File: src/rtl/core/pcps_pkg.sv
// shared types, constants and the arctangent table for the planar scan block
`default_nettype none
package pcps_pkg;

   localparam int NUM_BINS_DEF = 360;
   localparam int CORDIC_STEPS = 32;
   localparam int CORDIC_SCALE = 30;
   localparam int VEC_W        = 49;
   localparam int RANGE_W      = 16;
   localparam int COORD_W      = 16;
   localparam int SEL_W        = 9;
   localparam int CSR_IDX_W    = 3;
   localparam int CSR_DATA_W   = 16;

   // register indexes
   localparam logic [CSR_IDX_W-1:0] CSR_FLOOR    = 3'd0;
   localparam logic [CSR_IDX_W-1:0] CSR_CEILING  = 3'd1;
   localparam logic [CSR_IDX_W-1:0] CSR_MIN_DIST = 3'd2;
   localparam logic [CSR_IDX_W-1:0] CSR_MAX_DIST = 3'd3;
   localparam logic [CSR_IDX_W-1:0] CSR_CLIP_MIN = 3'd4;
   localparam logic [CSR_IDX_W-1:0] CSR_CLIP_MAX = 3'd5;
   localparam logic [CSR_IDX_W-1:0] CSR_KEEP_FAR = 3'd6;

   // operation codes
   localparam logic [1:0] FN_POINT = 2'd0;
   localparam logic [1:0] FN_READ  = 2'd1;
   localparam logic [1:0] FN_CLEAR = 2'd2;

   typedef struct packed {
      logic load;
      logic square;
      logic sum;
      logic step;
      logic bin;
      logic rd_sel;
      logic rd_bin;
      logic wr_acc;
      logic wr_clr;
      logic rsp_point;
      logic rsp_read;
      logic rsp_zero;
   } cmd_type;

   typedef struct packed {
      logic [1:0] func;
      logic       in_band;
   } status_type;

   function automatic logic [31:0] atan_turn(input logic [4:0] i);
      logic [31:0] a;
      case (i)
         5'd0:  a = 32'h20000000;
         5'd1:  a = 32'h12E4051E;
         5'd2:  a = 32'h09FB385B;
         5'd3:  a = 32'h051111D4;
         5'd4:  a = 32'h028B0D43;
         5'd5:  a = 32'h0145D7E1;
         5'd6:  a = 32'h00A2F61E;
         5'd7:  a = 32'h00517C55;
         5'd8:  a = 32'h0028BE53;
         5'd9:  a = 32'h00145F2F;
         5'd10: a = 32'h000A2F98;
         5'd11: a = 32'h000517CC;
         5'd12: a = 32'h00028BE6;
         5'd13: a = 32'h000145F3;
         5'd14: a = 32'h0000A2F9;
         5'd15: a = 32'h0000517C;
         5'd16: a = 32'h000028BE;
         5'd17: a = 32'h0000145F;
         5'd18: a = 32'h00000A2F;
         5'd19: a = 32'h00000517;
         5'd20: a = 32'h0000028B;
         5'd21: a = 32'h00000145;
         5'd22: a = 32'h000000A2;
         5'd23: a = 32'h00000051;
         5'd24: a = 32'h00000028;
         5'd25: a = 32'h00000014;
         5'd26: a = 32'h0000000A;
         5'd27: a = 32'h00000005;
         5'd28: a = 32'h00000002;
         5'd29: a = 32'h00000001;
         default: a = 32'h00000000;
      endcase
      return a;
   endfunction

endpackage
`default_nettype wire

File: src/rtl/core/pcps_ctrl.sv
// controller state machine sequencing decode, iterations, bin access and clearing
`default_nettype none
module pcps_ctrl #(
   parameter int NUM_BINS = pcps_pkg::NUM_BINS_DEF,
   parameter int CNT_W    = 9
) (
   input  wire logic                 clock,
   input  wire logic                 reset,
   input  wire logic                 start,
   output logic                      busy,
   input  wire pcps_pkg::status_type status,
   output pcps_pkg::cmd_type         cmd,
   output logic [CNT_W-1:0]          cnt
);
   import pcps_pkg::*;

   localparam logic [3:0] S_CLR_RST  = 4'd0;
   localparam logic [3:0] S_IDLE     = 4'd1;
   localparam logic [3:0] S_DEC      = 4'd2;
   localparam logic [3:0] S_SUM      = 4'd3;
   localparam logic [3:0] S_ITER     = 4'd4;
   localparam logic [3:0] S_BIN      = 4'd5;
   localparam logic [3:0] S_RD       = 4'd6;
   localparam logic [3:0] S_WR       = 4'd7;
   localparam logic [3:0] S_RRSP     = 4'd8;
   localparam logic [3:0] S_CLR_ITEM = 4'd9;

   localparam logic [CNT_W-1:0] LAST_BIN  = CNT_W'(NUM_BINS - 1);
   localparam logic [CNT_W-1:0] LAST_STEP = CNT_W'(CORDIC_STEPS - 1);

   logic [3:0]       state_ff, state_in;
   logic [CNT_W-1:0] cnt_ff, cnt_in;

   always_comb begin
      state_in = state_ff;
      cnt_in   = cnt_ff;
      cmd      = '0;
      case (state_ff)
         S_CLR_RST: begin
            cmd.wr_clr = 1'b1;
            cnt_in     = cnt_ff + 1'b1;
            if (cnt_ff == LAST_BIN) begin
               cnt_in   = '0;
               state_in = S_IDLE;
            end
         end
         S_IDLE: begin
            if (start) begin
               cmd.load = 1'b1;
               state_in = S_DEC;
            end
         end
         S_DEC: begin
            case (status.func)
               FN_POINT: begin
                  if (status.in_band) begin
                     cmd.square = 1'b1;
                     state_in   = S_SUM;
                  end else begin
                     cmd.rsp_zero = 1'b1;
                     state_in     = S_IDLE;
                  end
               end
               FN_READ: begin
                  cmd.rd_sel = 1'b1;
                  state_in   = S_RRSP;
               end
               FN_CLEAR: begin
                  cnt_in   = '0;
                  state_in = S_CLR_ITEM;
               end
               default: begin
                  cmd.rsp_zero = 1'b1;
                  state_in     = S_IDLE;
               end
            endcase
         end
         S_SUM: begin
            cmd.sum  = 1'b1;
            cnt_in   = '0;
            state_in = S_ITER;
         end
         S_ITER: begin
            cmd.step = 1'b1;
            cnt_in   = cnt_ff + 1'b1;
            if (cnt_ff == LAST_STEP) begin
               cnt_in   = '0;
               state_in = S_BIN;
            end
         end
         S_BIN: begin
            cmd.bin  = 1'b1;
            state_in = S_RD;
         end
         S_RD: begin
            cmd.rd_bin = 1'b1;
            state_in   = S_WR;
         end
         S_WR: begin
            cmd.wr_acc    = 1'b1;
            cmd.rsp_point = 1'b1;
            state_in      = S_IDLE;
         end
         S_RRSP: begin
            cmd.rsp_read = 1'b1;
            state_in     = S_IDLE;
         end
         S_CLR_ITEM: begin
            cmd.wr_clr = 1'b1;
            cnt_in     = cnt_ff + 1'b1;
            if (cnt_ff == LAST_BIN) begin
               cnt_in       = '0;
               cmd.rsp_zero = 1'b1;
               state_in     = S_IDLE;
            end
         end
         default: begin
            cnt_in   = '0;
            state_in = S_IDLE;
         end
      endcase
   end

   always_ff @(posedge clock) begin
      if (reset) begin
         state_ff <= S_CLR_RST;
         cnt_ff   <= '0;
      end else begin
         state_ff <= state_in;
         cnt_ff   <= cnt_in;
      end
   end

   assign busy = (state_ff != S_IDLE);
   assign cnt  = cnt_ff;

endmodule
`default_nettype wire

File: config.mk
export PLATFORM = sky130hd
export DESIGN_NAME = pcps_ctrl
export DESIGN_NICKNAME = d
export VERILOG_FILES = /design/src/rtl/core/pcps_pkg.sv /design/src/rtl/core/pcps_ctrl.sv
export SDC_FILE = /design/constraint.sdc
export NUM_CORES = 1
export LEC_CHECK = 0
export BUFFER_PORTS_ARGS = -buffer_cell sky130_fd_sc_hd__clkbuf_2
export CORE_MARGIN = 2
export CORE_UTILIZATION = 47
export CTS_BUF_LIST = sky130_fd_sc_hd__clkbuf_2
export DETAILED_ROUTE_END_ITERATION = 10
export PLACE_DENSITY = 0.86
export SETUP_SLACK_MARGIN = 0.15
export SYNTH_ARGS = -nofsm -noshare
export SYNTH_HDL_FRONTEND = slang
export SYNTH_SLANG_ARGS = --single-unit
File: constraint.sdc
create_clock -name clock -period 1.5 [get_ports clock]
set_clock_uncertainty 0.05 [all_clocks]
set_input_delay 0.075 -clock clock [delete_from_list [all_inputs] [get_ports clock]]
set_output_delay 0.075 -clock clock [all_outputs]
set_load 0.005 [all_outputs]
==> Yosys cells after proc, flatten, opt, wreduce, memory -nomap -nowiden <==
Index checks and enable logic that the tools add are counted.
Widths: inputs -> output; s select.
{ "op_classes": {"add_sub_neg": 1, "n_mux": 28, "n_bitwise": 1, "n_eq_ne": 18, "reduce_logical": 7} }
{ "op_table": {"columns": ["op", "n"], "rows": [
  ["$pmux 9 s4", 1],
  ["$pmux 4 s7", 1],
  ["$mux 9", 3],
  ["$eq 4x3->1 const B", 4],
  ["$mux 1", 16],
  ["$mux 4", 3],
  ["$pmux 4 s3", 1],
  ["$add 9x1->9 const B", 1],
  ["$eq 9x5->1 const B", 1],
  ["$eq 9x9->1 const B", 1],
  ["$eq 4x2->1 const B", 2],
  ["$eq 4x4->1 const B", 2],
  ["$reduce_or 5->1", 1],
  ["$eq 4x1->1 const B", 1],
  ["$logic_not 4->1", 1],
  ["$ne 2x1->1 const B", 2],
  ["$ne 2x2->1 const B", 2],
  ["$ne 4x1->1 const B", 1],
  ["$pmux 1 s2", 2],
  ["$reduce_or 2->1", 2],
  ["$reduce_and 3->1", 1],
  ["$eq 2x1->1 const B", 1],
  ["$eq 2x2->1 const B", 1],
  ["$logic_not 2->1", 1],
  ["3 further kinds", 3]
]} }
{ "word_totals": {"regBits": 13, "word_cells": 57, "inputBits": 6} }

==> Depth between registers and ports, before layout <==
{ "logic_depth": {"ltp_word": 4, "depth_mapped": 8} }

==> Worst setup path after synthesis <==
No wires, ideal clock.
{ "synth_path": {"path_type": "reg-to-reg", "startpoint": "reg cnt_ff[3], in the netlist cnt[3]", "endpoint": "reg cnt_ff[1], in the netlist cnt[1]", "t_arrival_ps": 1486, "n_path_buf": 1, "setup_slack_ps": -164, "period_less_slack_ps": 1664, "stages_incl_launch_ff": 7, "path_cell_list": "dfxtp_1 or4b_1 nor2_1 o2bb2ai_2 buf_2 a22oi_1 nor2_1"} }
{ "synth_between": {"elab_chain_cells": 3, "word_cells_on_any_way": 5, "cone_classes": "2 x eq/ne; 3 x mux"} }
{ "synth_rtl": {"columns": ["element", "line_no", "text"], "rows": [
  ["start, declared", "pcps_ctrl.sv:32", "logic [CNT_W-1:0] cnt_ff, cnt_in;"],
  ["start signal, assigned", "pcps_ctrl.sv:130", "cnt_ff <= cnt_in;"],
  ["$eq 9x9->1 / $eq 9x5->1 (equally long branches)", "pcps_ctrl.sv:42, pcps_ctrl.sv:111, pcps_ctrl.sv:86", null],
  ["$mux 9, on equally long branches", "pcps_ctrl.sv:42, pcps_ctrl.sv:111, pcps_ctrl.sv:86", null],
  ["$pmux 9 s4 *", "pcps_ctrl.sv:38", "case (state_ff)"]
]} }
Mark *: on every way between the ends. The rest lies on a longest branch, timed or not.
A chain may end at the register's enable or synchronous reset.

==> results by group <==
Outcome
  – Status: finished with violations
  – Violated checks: negative setup slack

Clock network
  – Number of CTS-inserted buffers: 3
  – # hold bufs at CTS: 0
  – Max H-tree Level: 1
  – Clock transition at path regs: ~0.16 ns
  – CTS sink count: 13
  – Clock buffer depth: 2
  – Clk Tree Root Cell: clkbuf_2
  – Clock Latency Late Sink: approximately 0.3 ns
  – TritonCTS clock tree: built

Floorplan
  – Die X: 48.4 µm
  – Core area: approximately 1900 µm²
  – Die ar.: about 2300 µm²
  – Initial Util: between 40% and 50%
  – Die height: roughly 48 µm
  – Top Ports: 28
  – FP Rows: 16

Routing
  – Top Layer Used: met4
  – Antenna Nets Post-Route: 0
  – First drt pass iteration count: 5
  – Via Count: 1516
  – DRC viols: 0
  – Routed wire length: 5760 µm
  – Length of routed met3 wiring: approximately 760 µm
  – Drt via density: ~6.5
  – Initial DRC Count: 132
  – Metal2 WL: 2540 µm
  – Wl on met1: approximately 1900 µm
  – WL/cell: between 20 and 25 µm

Finish
  – Multi-input gate area: 801 µm²
  – Most frequent cells in the layout: buf_4 (39), clkbuf_2 (26), buf_6 (21)
  – Commonest non-fill, non-tap cell in the layout: buf_4
  – Share of cells above drive strength 1: between 60 and 70%
  – Nets: ~220
  – Register area: between 200 and 300 µm²
  – Number of diodes: 0
  – Layout Utilization: a little over nine tenths
  – Filler cells: 36
  – Area delta synth->final: 98.2%

Timing
  – Hold Violations, Final: 0
  – Slew margin rel.: between 70% and 80%
  – Final Max Slew Viols: 0
  – Min setup slack post-route: -0.458 ns
  – Max Freq: between 0.5 and 0.6 GHz
  – Fin crit period: between 1.5 and 2 ns
  – Final setup violation count: 24
  – Crit share post-route: 131%
  – RSZ-0062 raised after global routing: true
  – Worst-Margin Slew: 0.386 ns

Worst setup path
  – CP Capture Type: primary output
  – Worst Setup Path Type: register to primary output
  – Reg2reg path depth: 8
  – Critical Path Fanout Max: 2
  – Required time worst endpoint: approximately 1.4 ns
  – CP Data Arrival Time: 1.83 ns
  – Setup crit start kind: register

Synth
  – Syn Nets: between 100 and 150
  – Synthesized flop and latch total: 13
  – Post-Synthesis Cells: 122
  – Synth unique cells: 38
  – Mapped Avg Cell Area: approximately 7.6 µm²
  – Yosys warnings: 0
  – Post-synthesis sequential area ratio: approximately 28%
  – Post-Syn Area: 927 µm²

Power and ir drop
  – Internal cell power: 1300 µW
  – Comb pwr share: 70.4%
  – Switching share of total power: 44.5%
  – Total power: approximately 2300 µW
  – Pwr/cell area: 1270 nW/µm²
  – Maximum VDD drop: approximately 1.1 mV
  – Flop pwr share: about a fifth
  – Static Leak: between 0.0008 and 0.0009 µW
  – Sw Pwr: around 1000 µW
  – Clk pwr share: 8.7%

Global routing
  – First-pass GRT wire length: 6780 µm
  – Vias in the first global route: ~1.3k
  – Overflow after GRT: 0
  – Initial antenna violation count: 0
  – Gr usage total: approximately 39%
  – Largest net degree at the start of global routing: 14

Placed design
  – DP HPWL: 2080 µm
  – Port Buffers: 27
  – GPL Wtd Cong: between 0.8 and 0.9

Run
  – Maxcap violations: 0

Min path
  – Hold Crit Depth: 3
  – Class of the tightest hold or removal check: primary input to register
[what timing repair did]
action / in CTS / in global routing
pin swaps: 9 / 15
setup buffers: 20 / 11
gates cloned: 0 / 0
endpoints found under the setup margin: 25 / 25
resized for setup: 47 / 21
[flip-flops by register name, summed over array words and instances (netlist names)]
register	cells
state_ff	4
cnt	9
[cell usage after synthesis (all sizes together)]
cell type / instances / area [µm²]
or3b: 1 / 8.76
and3: 1 / 6.26
buf: 6 / 32.5
nor4: 2 / 12.5
or2: 1 / 6.26
nand3b: 2 / 15.0
a211o: 1 / 8.76
nor3b: 2 / 15.0
nor2: 16 / 60.1
a22oi: 3 / 22.5
or3: 2 / 17.5
nand2: 13 / 48.8
a2111oi: 1 / 8.76
and2: 3 / 18.8
xor2: 3 / 26.3
a21oi: 3 / 15.0
inv: 5 / 18.8
mux2: 1 / 11.3
o22ai: 1 / 6.26
a211oi: 1 / 7.51
nand3: 6 / 30.0
nand4: 5 / 31.3
clkbuf: 3 / 11.3
mux2i: 1 / 10.0
nor2b: 3 / 18.8
ha: 5 / 62.6
nand2b: 1 / 6.26
a31oi: 6 / 37.5
or4b: 1 / 10.0
nor3: 5 / 30.0
o2bb2ai: 1 / 15.0
o21ai: 1 / 5.00
nor4b: 3 / 32.5
dfxtp: 13 / 260
[through the flow]
| step | setup TNS (ns) | area, µm² | setup slack [ns] | std cells | hold WS (ns) |
|---|---|---|---|---|---|
| 5_1_grt | -6.20 | 1840 | -0.520 | 232 | 0.0800 |
| 6_report | -5.71 | 1840 | -0.458 | 232 | 0.0850 |
| 3_5_place_dp | -1.23 | 1330 | -0.133 | 197 | 0.356 |
| 3_3_place_gp | -0.758 | 1330 | -0.0972 | 197 | 0.315 |
| 4_1_cts | -2.50 | 1680 | -0.289 | 221 | 0.0399 |
| 2_1_floorplan | -0.739 | 1000 | -0.106 | 122 | 0.0892 |
[per-layer routing]
layer  GRT usage (%)  up-vias
met5               0        -
met4            19.5        0
met2            65.3      167
li1                -      607
met1            46.5      681
met3            8.95       61
[cells by family (layout without fill, tap and decap cells)]
logic type,Yosys count,count (layout),synth area share (%)
AOI/OAI and AO/OA,18,18,13.6
DFF,13,13,28.1
muxes,2,2,2.29
buffers and inverters,14,97,6.75
xor gates and xnor gates,3,3,2.83
adders and majority gates,5,5,6.75
and+or+nand+nor,67,67,39.7
[cell type report]
| type | count | area share, % |
|---|---|---|
| multi-input cells | 95 | 43.6 |
| well taps | 27 | 1.84 |
| repair buffers | 88 | 37.1 |
| clock buffers | 3 | 0.817 |
| inverters | 5 | 1.16 |
| clock inverters | 1 | 0.272 |
| flip-flops and latches | 13 | 15.2 |
[critical path, cell delays in order (launching register included)]
cell and delay, ns:
dfxtp_2 0.36, or4b_4 0.55, nor2_4 0.12, buf_6 0.11, a31oi_1 0.07, nor2_1 0.16
buf_2 0.16
[power groups by stage]
| stage | registers, µW | logic (µW) | clock network (µW) |
|---|---|---|---|
| after floorplan | 478 | 570 | 0 |
| after global placement | 464 | 861 | 0 |
| after detailed placement | 470 | 890 | 0 |
| after CTS | 460 | 1250 | 195 |
| after global routing | 492 | 1690 | 217 |
| final | 490 | 1650 | 203 |
[worst paths after layout]
path / slack, ns / start / endpoint
setup / recovery: -0.46 / cnt[4] / cmd[0]
hold / removal: 0.09 / start / state_ff[1]
setup reg to reg: -0.43 / cnt[1] / cnt[8]
hold reg to reg: 0.61 / cnt[0] / cnt[1]
No activity file was read; power rests on OpenSTA's default activity.
